## src/rtl/rps_pkg.sv

```systemverilog
package rps_pkg;

    // fixed point of the temperature fields
    localparam int TEMP_FRACTION_BITS = 4;

    localparam int NUM_PHASES = 5;
    localparam int TIME_W     = 19;
    localparam int TEMP_W     = 16;
    localparam int DUR_W      = 16;
    localparam int CFG_W      = 32;
    localparam int CFG_IDX_W  = 3;
    localparam int PHASE_W    = 3;
    localparam int PROD_W     = DUR_W + TEMP_W;

    // divider: quotient bits resolved per pipeline stage
    localparam int DIV_BITS   = 2;
    localparam int DIV_STAGES = TEMP_W / DIV_BITS;

    // register reset values
    localparam logic [TEMP_W-1:0] RST_START_TEMP = TEMP_W'(25 << TEMP_FRACTION_BITS);
    localparam logic [CFG_W-1:0]  RST_PREHEAT =
        {TEMP_W'(150 << TEMP_FRACTION_BITS), DUR_W'(90)};
    localparam logic [CFG_W-1:0]  RST_SOAK =
        {TEMP_W'(215 << TEMP_FRACTION_BITS), DUR_W'(80)};
    localparam logic [CFG_W-1:0]  RST_RAMP =
        {TEMP_W'(250 << TEMP_FRACTION_BITS), DUR_W'(30)};
    localparam logic [CFG_W-1:0]  RST_HOLD =
        {TEMP_W'(250 << TEMP_FRACTION_BITS), DUR_W'(30)};
    localparam logic [CFG_W-1:0]  RST_COOL =
        {TEMP_W'(50 << TEMP_FRACTION_BITS), DUR_W'(180)};
    localparam logic [NUM_PHASES-1:0][CFG_W-1:0] RST_PHASE =
        {RST_COOL, RST_HOLD, RST_RAMP, RST_SOAK, RST_PREHEAT};

    // register map
    typedef enum logic [CFG_IDX_W-1:0] {
        CFG_START_TEMP,
        CFG_PREHEAT,
        CFG_SOAK,
        CFG_RAMP,
        CFG_HOLD,
        CFG_COOL
    } t_cfg_idx;

    // phase codes
    typedef enum logic [PHASE_W-1:0] {
        PH_PREHEAT,
        PH_SOAK,
        PH_RAMP,
        PH_HOLD,
        PH_COOL,
        PH_FINISHED
    } t_phase;

    // profile settings and per-phase values derived from them
    typedef struct packed {
        logic [NUM_PHASES-1:0][TIME_W-1:0] cum;
        logic [NUM_PHASES-1:0][DUR_W-1:0]  dur;
        logic [NUM_PHASES-1:0][TEMP_W-1:0] tgt;
        logic [NUM_PHASES-1:0][TEMP_W-1:0] base;
        logic [NUM_PHASES-1:0][TEMP_W-1:0] mag;
    } t_rps_cfg;

    // transaction after phase selection
    typedef struct packed {
        t_phase            phase;
        logic [TEMP_W-1:0] base;
        logic [TEMP_W-1:0] mag;
        logic [DUR_W-1:0]  into;
        logic [DUR_W-1:0]  dur;
    } t_rps_sel;

    // transaction inside the divider
    typedef struct packed {
        t_phase            phase;
        logic [TEMP_W-1:0] base;
        logic [DUR_W-1:0]  dur;
        logic [DUR_W-1:0]  rem;
        logic [TEMP_W-1:0] lo;
        logic [TEMP_W-1:0] quo;
    } t_rps_div;

endpackage

```

## src/rtl/reflow_profile_setpoint_unit.sv

```systemverilog
// channel   direction  handshake            payload
// input     in         i_valid / o_ready    i_elapsed_seconds[18:0]
// output    out        o_valid / i_ready    o_setpoint[15:0], o_phase[2:0]
// config    in         i_cfg_we             i_cfg_idx[2:0], i_cfg_data[31:0]
//
// one transaction per cycle unless i_ready stalls the output; o_valid rises once the
// transaction has passed 13 register stages: 3 phase-select, 1 multiply, 8 divider
// stages at 2 quotient bits each, 1 output.
// synchronous active-low reset restores the default profile and empties the pipe.
// a stall holds only full stages: empty stages keep loading, so bubbles squeeze out.
module reflow_profile_setpoint_unit
    import rps_pkg::*;
(
    input  logic                 i_clk,
    input  logic                 i_rst_n,
    input  logic                 i_cfg_we,
    input  logic [CFG_IDX_W-1:0] i_cfg_idx,
    input  logic [CFG_W-1:0]     i_cfg_data,
    input  logic                 i_valid,
    output logic                 o_ready,
    input  logic [TIME_W-1:0]    i_elapsed_seconds,
    output logic                 o_valid,
    input  logic                 i_ready,
    output logic [TEMP_W-1:0]    o_setpoint,
    output logic [PHASE_W-1:0]   o_phase
);

    t_rps_cfg          w_cfg;
    logic              w_sel_vld;
    logic              w_sel_rdy;
    t_rps_sel          w_sel;
    logic              w_div_vld;
    logic              w_div_rdy;
    t_rps_div          w_div;
    logic              r_out_vld;
    logic [TEMP_W-1:0] r_setpoint;
    t_phase            r_phase;
    logic [TEMP_W-1:0] n_setpoint;

    rps_cfg u_cfg (
        .i_clk      (i_clk),
        .i_rst_n    (i_rst_n),
        .i_cfg_we   (i_cfg_we),
        .i_cfg_idx  (i_cfg_idx),
        .i_cfg_data (i_cfg_data),
        .o_cfg      (w_cfg)
    );

    rps_phase u_phase (
        .i_clk   (i_clk),
        .i_rst_n (i_rst_n),
        .i_cfg   (w_cfg),
        .i_valid (i_valid),
        .o_ready (o_ready),
        .i_time  (i_elapsed_seconds),
        .o_valid (w_sel_vld),
        .i_ready (w_sel_rdy),
        .o_sel   (w_sel)
    );

    rps_div u_div (
        .i_clk   (i_clk),
        .i_rst_n (i_rst_n),
        .i_valid (w_sel_vld),
        .o_ready (w_sel_rdy),
        .i_sel   (w_sel),
        .o_valid (w_div_vld),
        .i_ready (w_div_rdy),
        .o_div   (w_div)
    );

    // apply the ramp offset, downward while cooling
    assign w_div_rdy  = !r_out_vld || i_ready;
    assign n_setpoint = (w_div.phase == PH_COOL) ? w_div.base - w_div.quo
                                                 : w_div.base + w_div.quo;

    // output register
    always_ff @(posedge i_clk) begin
        if (!i_rst_n) begin
            r_out_vld <= 1'b0;
        end else if (w_div_rdy) begin
            r_out_vld <= w_div_vld;
        end
    end

    always_ff @(posedge i_clk) begin
        if (w_div_rdy) begin
            r_setpoint <= n_setpoint;
            r_phase    <= w_div.phase;
        end
    end

    assign o_valid    = r_out_vld;
    assign o_setpoint = r_setpoint;
    assign o_phase    = r_phase;

`ifndef SYNTHESIS
    // rising phases never overshoot their target
    a_rise_clamp: assert property (@(posedge i_clk) disable iff (!i_rst_n)
        r_out_vld && (r_phase == PH_PREHEAT || r_phase == PH_SOAK ||
                      r_phase == PH_RAMP || r_phase == PH_HOLD)
        |-> r_setpoint <= w_cfg.tgt[r_phase])
        else $error("rising setpoint above phase target");

    // cooling never undershoots its target
    a_cool_clamp: assert property (@(posedge i_clk) disable iff (!i_rst_n)
        r_out_vld && r_phase == PH_COOL |-> r_setpoint >= w_cfg.tgt[NUM_PHASES-1])
        else $error("cooling setpoint below target");

    // finished profile holds the cooling target
    a_finished: assert property (@(posedge i_clk) disable iff (!i_rst_n)
        r_out_vld && r_phase == PH_FINISHED |-> r_setpoint == w_cfg.tgt[NUM_PHASES-1])
        else $error("finished setpoint differs from cooling target");
`endif

endmodule

```

## src/rtl/rps_cfg.sv

```systemverilog
module rps_cfg
    import rps_pkg::*;
(
    input  logic                 i_clk,
    input  logic                 i_rst_n,
    input  logic                 i_cfg_we,
    input  logic [CFG_IDX_W-1:0] i_cfg_idx,
    input  logic [CFG_W-1:0]     i_cfg_data,
    output t_rps_cfg             o_cfg
);

    logic [TEMP_W-1:0]                 r_start_temp;
    logic [NUM_PHASES-1:0][CFG_W-1:0]  r_phase_cfg;
    logic [NUM_PHASES-1:0][TIME_W-1:0] r_cum;
    logic [NUM_PHASES-1:0][TEMP_W-1:0] r_base;
    logic [NUM_PHASES-1:0][TEMP_W-1:0] r_mag;
    logic [NUM_PHASES-1:0][TIME_W-1:0] n_cum;
    logic [NUM_PHASES-1:0][TEMP_W-1:0] n_base;
    logic [NUM_PHASES-1:0][TEMP_W-1:0] n_mag;

    // register writes
    always_ff @(posedge i_clk) begin
        if (!i_rst_n) begin
            r_start_temp <= RST_START_TEMP;
            r_phase_cfg  <= RST_PHASE;
        end else if (i_cfg_we) begin
            unique case (t_cfg_idx'(i_cfg_idx))
                CFG_START_TEMP: r_start_temp   <= i_cfg_data[TEMP_W-1:0];
                CFG_PREHEAT:    r_phase_cfg[0] <= i_cfg_data;
                CFG_SOAK:       r_phase_cfg[1] <= i_cfg_data;
                CFG_RAMP:       r_phase_cfg[2] <= i_cfg_data;
                CFG_HOLD:       r_phase_cfg[3] <= i_cfg_data;
                CFG_COOL:       r_phase_cfg[4] <= i_cfg_data;
                default: ;
            endcase
        end
    end

    // phase boundaries and ramp start/size per phase
    always_comb begin
        logic [TIME_W-1:0] sum;
        logic [TEMP_W-1:0] prev;
        logic [TEMP_W-1:0] tgt;
        sum  = '0;
        prev = r_start_temp;
        for (int k = 0; k < NUM_PHASES; k++) begin
            tgt      = r_phase_cfg[k][CFG_W-1:DUR_W];
            sum      = sum + TIME_W'(r_phase_cfg[k][DUR_W-1:0]);
            n_cum[k] = sum;
            if (k != NUM_PHASES - 1) begin
                // rising phase, falling target clamps to target
                if (tgt >= prev) begin
                    n_base[k] = prev;
                    n_mag[k]  = tgt - prev;
                end else begin
                    n_base[k] = tgt;
                    n_mag[k]  = '0;
                end
            end else begin
                // cooling phase, rising target clamps to target
                if (tgt <= prev) begin
                    n_base[k] = prev;
                    n_mag[k]  = prev - tgt;
                end else begin
                    n_base[k] = tgt;
                    n_mag[k]  = '0;
                end
            end
            prev = tgt;
        end
    end

    always_ff @(posedge i_clk) begin
        r_cum  <= n_cum;
        r_base <= n_base;
        r_mag  <= n_mag;
    end

    always_comb begin
        for (int k = 0; k < NUM_PHASES; k++) begin
            o_cfg.dur[k] = r_phase_cfg[k][DUR_W-1:0];
            o_cfg.tgt[k] = r_phase_cfg[k][CFG_W-1:DUR_W];
        end
        o_cfg.cum  = r_cum;
        o_cfg.base = r_base;
        o_cfg.mag  = r_mag;
    end

endmodule

```

## src/rtl/rps_phase.sv

```systemverilog
module rps_phase
    import rps_pkg::*;
(
    input  logic              i_clk,
    input  logic              i_rst_n,
    input  t_rps_cfg          i_cfg,
    input  logic              i_valid,
    output logic              o_ready,
    input  logic [TIME_W-1:0] i_time,
    output logic              o_valid,
    input  logic              i_ready,
    output t_rps_sel          o_sel
);

    logic                             r_a_vld;
    logic [TIME_W-1:0]                r_a_time;
    logic                             r_b_vld;
    logic [NUM_PHASES-1:0]            r_b_hit;
    logic [NUM_PHASES-1:0][DUR_W-1:0] r_b_into;
    logic                             r_c_vld;
    t_rps_sel                         r_c;
    logic [NUM_PHASES-1:0]            n_b_hit;
    logic [NUM_PHASES-1:0][DUR_W-1:0] n_b_into;
    t_rps_sel                         n_c;
    logic                             w_ld_a;
    logic                             w_ld_b;
    logic                             w_ld_c;

    // per-stage load, bubbles drain forward
    assign w_ld_c  = !r_c_vld || i_ready;
    assign w_ld_b  = !r_b_vld || w_ld_c;
    assign w_ld_a  = !r_a_vld || w_ld_b;
    assign o_ready = w_ld_a;

    // compare against every boundary, offset into every phase
    always_comb begin
        logic [TIME_W-1:0] begin_t;
        logic [TIME_W-1:0] diff;
        begin_t = '0;
        for (int k = 0; k < NUM_PHASES; k++) begin
            n_b_hit[k]  = r_a_time < i_cfg.cum[k];
            diff        = r_a_time - begin_t;
            n_b_into[k] = diff[DUR_W-1:0];
            begin_t     = i_cfg.cum[k];
        end
    end

    // first phase whose end lies beyond the time wins
    always_comb begin
        n_c.phase = PH_FINISHED;
        n_c.base  = i_cfg.tgt[NUM_PHASES-1];
        n_c.mag   = '0;
        n_c.into  = '0;
        n_c.dur   = DUR_W'(1);
        for (int k = NUM_PHASES - 1; k >= 0; k--) begin
            if (r_b_hit[k]) begin
                n_c.phase = t_phase'(PHASE_W'(k));
                n_c.base  = i_cfg.base[k];
                n_c.mag   = i_cfg.mag[k];
                n_c.into  = r_b_into[k];
                n_c.dur   = i_cfg.dur[k];
            end
        end
    end

    always_ff @(posedge i_clk) begin
        if (!i_rst_n) begin
            r_a_vld <= 1'b0;
            r_b_vld <= 1'b0;
            r_c_vld <= 1'b0;
        end else begin
            if (w_ld_a) r_a_vld <= i_valid;
            if (w_ld_b) r_b_vld <= r_a_vld;
            if (w_ld_c) r_c_vld <= r_b_vld;
        end
    end

    always_ff @(posedge i_clk) begin
        if (w_ld_a) r_a_time <= i_time;
        if (w_ld_b) begin
            r_b_hit  <= n_b_hit;
            r_b_into <= n_b_into;
        end
        if (w_ld_c) r_c <= n_c;
    end

    assign o_valid = r_c_vld;
    assign o_sel   = r_c;

endmodule

```

## src/rtl/rps_div.sv

```systemverilog
module rps_div
    import rps_pkg::*;
(
    input  logic     i_clk,
    input  logic     i_rst_n,
    input  logic     i_valid,
    output logic     o_ready,
    input  t_rps_sel i_sel,
    output logic     o_valid,
    input  logic     i_ready,
    output t_rps_div o_div
);

    localparam int NST = DIV_STAGES + 1;

    logic [NST-1:0]    r_vld;
    t_rps_div          r_st [NST];
    t_rps_div          n_st [NST];
    logic [NST-1:0]    w_ld;
    logic [PROD_W-1:0] w_prod;

    // one restoring division step
    function automatic t_rps_div div_step(input t_rps_div s);
        t_rps_div       nxt;
        logic [DUR_W:0] sh;
        logic           ge;
        nxt     = s;
        sh      = {s.rem, s.lo[TEMP_W-1]};
        ge      = sh >= {1'b0, s.dur};
        nxt.rem = ge ? DUR_W'(sh - {1'b0, s.dur}) : sh[DUR_W-1:0];
        nxt.lo  = {s.lo[TEMP_W-2:0], 1'b0};
        nxt.quo = {s.quo[TEMP_W-2:0], ge};
        return nxt;
    endfunction

    // load chain from the output side back
    always_comb begin
        w_ld[NST-1] = !r_vld[NST-1] || i_ready;
        for (int s = NST - 2; s >= 0; s--) begin
            w_ld[s] = !r_vld[s] || w_ld[s+1];
        end
    end

    assign o_ready = w_ld[0];

    // offset times ramp size, then quotient bits per stage
    assign w_prod = {{TEMP_W{1'b0}}, i_sel.into} * {{DUR_W{1'b0}}, i_sel.mag};

    always_comb begin
        t_rps_div tmp;
        n_st[0].phase = i_sel.phase;
        n_st[0].base  = i_sel.base;
        n_st[0].dur   = i_sel.dur;
        n_st[0].rem   = w_prod[PROD_W-1:TEMP_W];
        n_st[0].lo    = w_prod[TEMP_W-1:0];
        n_st[0].quo   = '0;
        for (int s = 1; s < NST; s++) begin
            tmp = r_st[s-1];
            for (int b = 0; b < DIV_BITS; b++) begin
                tmp = div_step(tmp);
            end
            n_st[s] = tmp;
        end
    end

    always_ff @(posedge i_clk) begin
        if (!i_rst_n) begin
            r_vld <= '0;
        end else begin
            if (w_ld[0]) r_vld[0] <= i_valid;
            for (int s = 1; s < NST; s++) begin
                if (w_ld[s]) r_vld[s] <= r_vld[s-1];
            end
        end
    end

    always_ff @(posedge i_clk) begin
        for (int s = 0; s < NST; s++) begin
            if (w_ld[s]) r_st[s] <= n_st[s];
        end
    end

    assign o_valid = r_vld[NST-1];
    assign o_div   = r_st[NST-1];

endmodule
```

## config.mk

```make
export PLATFORM = sky130hd
export DESIGN_NAME = reflow_profile_setpoint_unit
export DESIGN_NICKNAME = d
export VERILOG_FILES = /design/src/rtl/rps_pkg.sv /design/src/rtl/reflow_profile_setpoint_unit.sv /design/src/rtl/rps_cfg.sv /design/src/rtl/rps_phase.sv /design/src/rtl/rps_div.sv
export SDC_FILE = /design/constraint.sdc
export NUM_CORES = 2
export LEC_CHECK = 0
export BUFFER_PORTS_ARGS = -buffer_cell sky130_fd_sc_hd__buf_2
export CAP_MARGIN = 20
export CORE_MARGIN = 8
export CORE_UTILIZATION = 40
export DETAILED_ROUTE_END_ITERATION = 8
export GPL_ROUTABILITY_DRIVEN = 0
export PLACE_DENSITY = 0.52
export SYNTH_ARGS = -nofsm -noshare
export SYNTH_HDL_FRONTEND = slang
export SYNTH_SLANG_ARGS = --single-unit
```

## constraint.sdc

```tcl
create_clock -name i_clk -period 12.21 [get_ports i_clk]
set_input_delay 2.442 -clock i_clk [delete_from_list [all_inputs] [get_ports i_clk]]
set_output_delay 2.442 -clock i_clk [all_outputs]
set_load 0.02 [all_outputs]
```

* Word level (Yosys, flattened, before mapping)
Memory sizes are Yosys's and may differ from the RTL's.
Cells that the tools add are included.
** Word-level totals
- Register bits after elaboration :: 629
- Input port bits :: 59
- Memories kept :: 1
- Bits in writable memories :: 747
- Word-level logic and storage cells :: 195
** Memory list
- u_div.r_st :: depth 9, width 83, read ports 9, clocked after Yosys merged registers in 0, write ports 9, line rps_div.sv:17 : t_rps_div r_st [NST];
** Cells by class
- Multiply operators :: 1
- Equality and inequality tests :: 6
- $add $sub $neg :: 31
- $lt $le $gt $ge :: 26
- Muxes and demuxes :: 45
- Reduce and logical (&&, ||, !) cells :: 35
** Operator list (number)
- 16-bit subtractor :: 26
- 16-bit 2-to-1 mux :: 22
- 17-bit by 16-bit greater-or-equal comparator with 1-bit output :: 16
- 66-bit 2-to-1 mux :: 2
- 65-bit 2-to-1 mux :: 2
- 16-bit greater-or-equal comparator :: 4
- 64-bit 2-to-1 mux :: 1
- 19-bit less-than comparator :: 3
- 19-bit by 16-bit adder with 19-bit output :: 2
- 16-bit by 16-bit multiplier with 32-bit output :: 1
- 19-bit by 16-bit less-than comparator with 1-bit output :: 1
- 19-bit by 17-bit less-than comparator with 1-bit output :: 1
- 17-bit by 16-bit adder with 18-bit output :: 1
- 1-bit 2-to-1 mux :: 18
- 16-bit by 16-bit adder with 17-bit output :: 1
- 16-bit adder :: 1
- 16-bit <= comparator :: 1
- 1-bit logical NOT :: 13
- 1-bit logical OR :: 13
- 2-bit AND reduction :: 6
- 3-bit == test (second input constant) :: 3
- 3-bit by 2-bit == test with 1-bit output (second input constant) :: 2
- 4-bit OR reduction :: 1
- 3-bit by 1-bit == test with 1-bit output (second input constant) :: 1
- 2 further kinds :: 2

* Depth between registers and ports, before layout
- Depth in word-level cells :: 14
- Depth in mapped cells :: 31
- Depth with buffers taken out :: 31

* By module
From an unflattened synthesis, not the netlist that was laid out.
** Unflattened totals
- Cells, all modules :: 7274
- Area total of the unflattened synthesis :: 75670.1 um2
** By module, submodules not included
- rps_div :: instances 1, area each 42734.7 um2, cells each 3763
- rps_cfg :: instances 1, area each 19449.9 um2, cells each 2120
- rps_phase :: instances 1, area each 11848.9 um2, cells each 1228
- reflow_profile_setpoint_unit :: instances 1, area each 1636.6 um2, cells each 163

* Least setup slack after synthesis
OpenSTA, ideal clock, no wires.
- Path type :: input-to-output
- Start point :: in i_ready
- End point :: out o_ready
- Buffers on the path :: 0
- Arrival time :: 5.134 ns
- Stages on the path :: 10
- Slack :: 4.634 ns
- Path through :: nor2b_1 -> and2_1 -> inv_1 -> nor2_1 -> and2_1 -> and3_1 -> and2_1 -> and3_1 -> and2_1 -> nand2_1
** Between the ends
- Word-level cells in the longest chain between the ends :: 13
** Ends and longest elaborated chain
- start, declared :: line reflow_profile_setpoint_unit.sv:23 : input logic i_ready,
- 1-bit logical OR :: line reflow_profile_setpoint_unit.sv:73 : assign w_div_rdy = !r_out_vld || i_ready;
- 1-bit logical OR :: line rps_div.sv:38 : w_ld[NST-1] = !r_vld[NST-1] || i_ready;
- net u_div.w_ld[8] :: line rps_div.sv:19 : logic [NST-1:0] w_ld;
- 1-bit logical OR (8 in series) :: line rps_div.sv:40 : w_ld[s] = !r_vld[s] || w_ld[s+1];
- 1-bit logical OR :: line rps_phase.sv:30 : assign w_ld_c = !r_c_vld || i_ready;
- 1-bit logical OR :: line rps_phase.sv:31 : assign w_ld_b = !r_b_vld || w_ld_c;
- 1-bit logical OR :: line rps_phase.sv:32 : assign w_ld_a = !r_a_vld || w_ld_b;
- end, declared :: line reflow_profile_setpoint_unit.sv:20 : output logic o_ready,
The timed path passes the listed nets, and every way through them passes these cells.

* Worst setup path after layout
Same ends and word-level chain as after synthesis.

==> summary.md <==
The launch point of the worst path was i_ready. For this run, the detailed router's first-pass iteration total came to 5. Counting every net in the synthesized netlist gives 7,983. The async set or reset register ratio after synthesis is 0%. For this block, the initial DRC count from the detailed router was 2,473. The type of the setup path with the least slack is input pin to output pin.

After layout, the design draws a total of 21.6 mW. The cell count along the critical path is 14, and the first-pass GRT wire length is 282,000 um. The H-tree was split into 4 levels.

Clock-pin slew was measured on the worst setup and hold paths at 0.06 ns. The number of antenna violations at the first check in global routing was 2. For this run, the number of Yosys warnings is 0.

The run gives 1,199 as the clock sink total. Most common cell after layout, fill and taps aside: nand2_1. The post-route fraction of the period consumed by the critical path works out to 65.4%.

The synthesized design spends more area on one cell type than any other, namely edfxtp_1. A synthesized cell averages 10.1 sq um. The global-route congestion overflow total came out at 0. Setup violations remaining at the end of the flow were counted as 0. The most numerous cell type found on the critical path is and2_1. Setup repair after global routing left no endpoint under its margin. STA classifies the critical path endpoint as an output pin. The number of instances on the worst hold path works out to 0. IR analysis of the VDD net gives a maximum drop of 0.000199 V. Register bit count reported by yosys: 1,199.

The floorplan step set the die height to 438 um. Critical-path maximum fanout: 36. Area added between synthesis and finish: 10.6%. For the worst flop-to-flop path, the logic depth is 23. The HPWL after detailed placement is 138,000 um, and the power density over cell area is 274 nW/um^2.

The worst register-to-register path has a setup slack of 4.82 ns. Derived from the worst setup path, the maximum achievable clock frequency is 125 MHz. The filler cells instantiated in the layout total 16,900. Pin count of the biggest net entering global routing: 120. The final number of hold-violating endpoints is 0.

The cell family contributing the most delay on the critical path is simple AND/OR/NAND/NOR gates. From left edge to right edge, the die measures 438 um. Using the TritonRoute via totals, the vias-per-cell ratio works out to 5.18. Data on the critical path is required at its endpoint by 9.77 ns. For the latest clock arrival within the worst-skew pair, the log shows 0.78 ns. The summed instance area of the synthesized netlist came out at 71,300 sq um. The tools report the hold path startpoint as u_cfg.o_cfg[241]. After detailed routing, the number of remaining DRC violations is 0. After clock tree synthesis, the flow added hold-fix buffers numbering 0.

In the final timing run, aggregate negative setup slack is 0 ns. The run gives 50,000 as the total via count in the routed design. STA classifies the critical path startpoint as an input pin. The slowest stage of the critical path belongs to the cell and2_1.

The tools report the share of synthesized area occupied by flip-flops and latches as 44.3%. The run finished with clean final reports. The longest clock path from root to sink contains 3 buffers.

Number of buffer cells added on primary ports: 79. In this run the count of I/O pins placed on the die edge is 80. The logs give 0 for the max-slew violation total from the final report and 0 for the number of nets with antenna violations after detailed routing. In the synthesized netlist the dominant register cell turns out to be edfxtp_1. The largest incremental delay on the critical path works out to 0.33 ns. The run gives 141 as the total clock buffers created by CTS. TritonCTS built the clock tree. In this run, synthesis inferred 761 flip-flops with an integrated enable. In this run the worst hold path is classified as flip-flop to flip-flop. The startpoint of the lowest-slack register-to-register path was u_div.r_st[0][49]. Once the clock tree was built, the setup fixing pass inserted 0 buffers. Clock root buffer: clkbuf_16. Between clock sinks in the finished design, the worst skew comes to 0.0289 ns.

STA puts the critical path data arrival time at 5.54 ns. The worst path needs 7.99 ns of the cycle, external delays included. The overall routing resource usage is 18.3%.

At the pin with the least slew margin, the transition time is 1.01 ns. Once the floorplan was initialized, standard cells occupied 40.1% of the core. The cell row count came out at 155. Measured against its own limit, the worst slew margin works out to 33.0%. The area of the core was 178,000 sq um; the detail-routed net length per standard cell was 18.6 um. The wire length after detailed routing was 179,000 um.

The tools report the max-cap violation count as 0. Ranked by total cell area, the synthesized netlist is headed by edfxtp_1 32%, dfxtp_1 12%, ha_1 11%. Number of global-route vias before repair: 50,800. Cells with a size suffix above 1 make up 7.94% of the layout. Counting every instance in the synthesized netlist gives 7,089. After synthesis, the netlist uses 81 different library cells. The die covers 192,000 sq um. The number of buffer and inverter stages on the critical path is 5.

Leaving out fill and tap cells, the most frequent cells in the layout are 858 x nand2_1, 761 x edfxtp_1, 708 x inv_1. The tools report the leakage component of the power as 32.5 nW. The critical path goes through buf_2, nor2b_1, and2_1, inv_1, buf_4, nor2_1, and2_1, and3_1, and2_1, and3_1, and2_1, nand2_1, buf_4, buf_2.

The post-cts sizing count is 0, and the total number of nets in the final design is 8,069. Of the post-synthesis cell area, the dominant cell type holds 32.0%.
-- synth_stat cells (all sizes together), types with 97 or more instances --
library cell and count:
fa 223, nand2 861, clkbuf 172, and2 125
nor2 518, dfxtp 438, o21ai 377, edfxtp 761
a21oi 434, inv 715, a21o 104, nor3 129
nor2b 97, xnor2 247, ha 612, a21boi 175
mux2 156, nand3 105
-- kinds of logic (layout without fill, tap and decap cells) --
logic type      after synthesis  in the layout  share of synthesized area [%]
fa+ha+maj                   835            835                           17.0
mux                         200            200                           3.10
flops                      1199           1199                           44.3
simple gates               2093           2093                           13.2
compound gates             1502           1502                           13.3
buf+inv                     917           1108                           4.87
other cells                   0              5                              0
xor+xnor                    343            343                           4.21
-- power by group --
group          total (mW)  internal [mW]  leakage, nW  switching, mW
clock                4.04           2.35         2.16           1.69
sequential           6.12           5.65         12.0          0.477
combinational        11.4           5.29         18.3           6.15
-- registers in the layout, indices dropped and copies added (netlist names) --
| name | flops |
|---|---|
| u_div.r_vld | 9 |
| u_phase.o_sel | 67 |
| u_phase.r_a_vld | 1 |
| o_phase | 3 |
| u_cfg.o_cfg | 409 |
| o_setpoint | 16 |
| u_phase.o_valid | 1 |
| u_phase.r_a_time | 19 |
| u_phase.r_b_vld | 1 |
| u_phase.r_b_hit | 5 |
| u_phase.r_b_into | 80 |
| o_valid | 1 |
| u_div.r_st | 571 |
| u_cfg.r_start_temp | 16 |
-- final timing paths --
path	endpoint
max	o_ready
min reg2reg	u_cfg.o_cfg[321]
min	u_cfg.o_cfg[321]
max reg2reg	u_div.r_st[0][120]
-- layer usage --
metal  global-route usage, %  wire length [um]  vias up
met5                       0                 0        -
met4                    6.17              6320        0
met3                    2.37              5690      293
met2                    33.2             90300      836
met1                    22.4             77200    23900
li1                        -                 -    24900
-- through the flow --
stage               hold WS [ns]  instance area [sq um]  cells  utilization [%]  setup WS [ns]
floorplan                  0.355                  71300   7089                -           4.63
global placement           0.367                  74500   9386             41.9           4.26
global route               0.384                  78900   9636             44.4           3.87
detailed placement         0.373                  74500   9387             41.9           4.22
CTS                        0.375                  78900   9635             44.4           4.21
finish                     0.380                  78900   9640             44.4           4.22
-- area by class of cell --
cell class | instances | area (sq um) | area share, %
Inverter | 715 | 2690 | 3.40
Multi-Input combinational cell | 4973 | 36300 | 46.0
Tap cell | 2355 | 2950 | 3.73
Clock inverter | 57 | 478 | 0.606
Sequential cell | 1199 | 31600 | 40.1
Antenna cell | 5 | 12.5 | 0.0159
Clock buffer | 191 | 3960 | 5.02
Timing Repair Buffer | 145 | 906 | 1.15
Power figures use the tool's default switching activity.
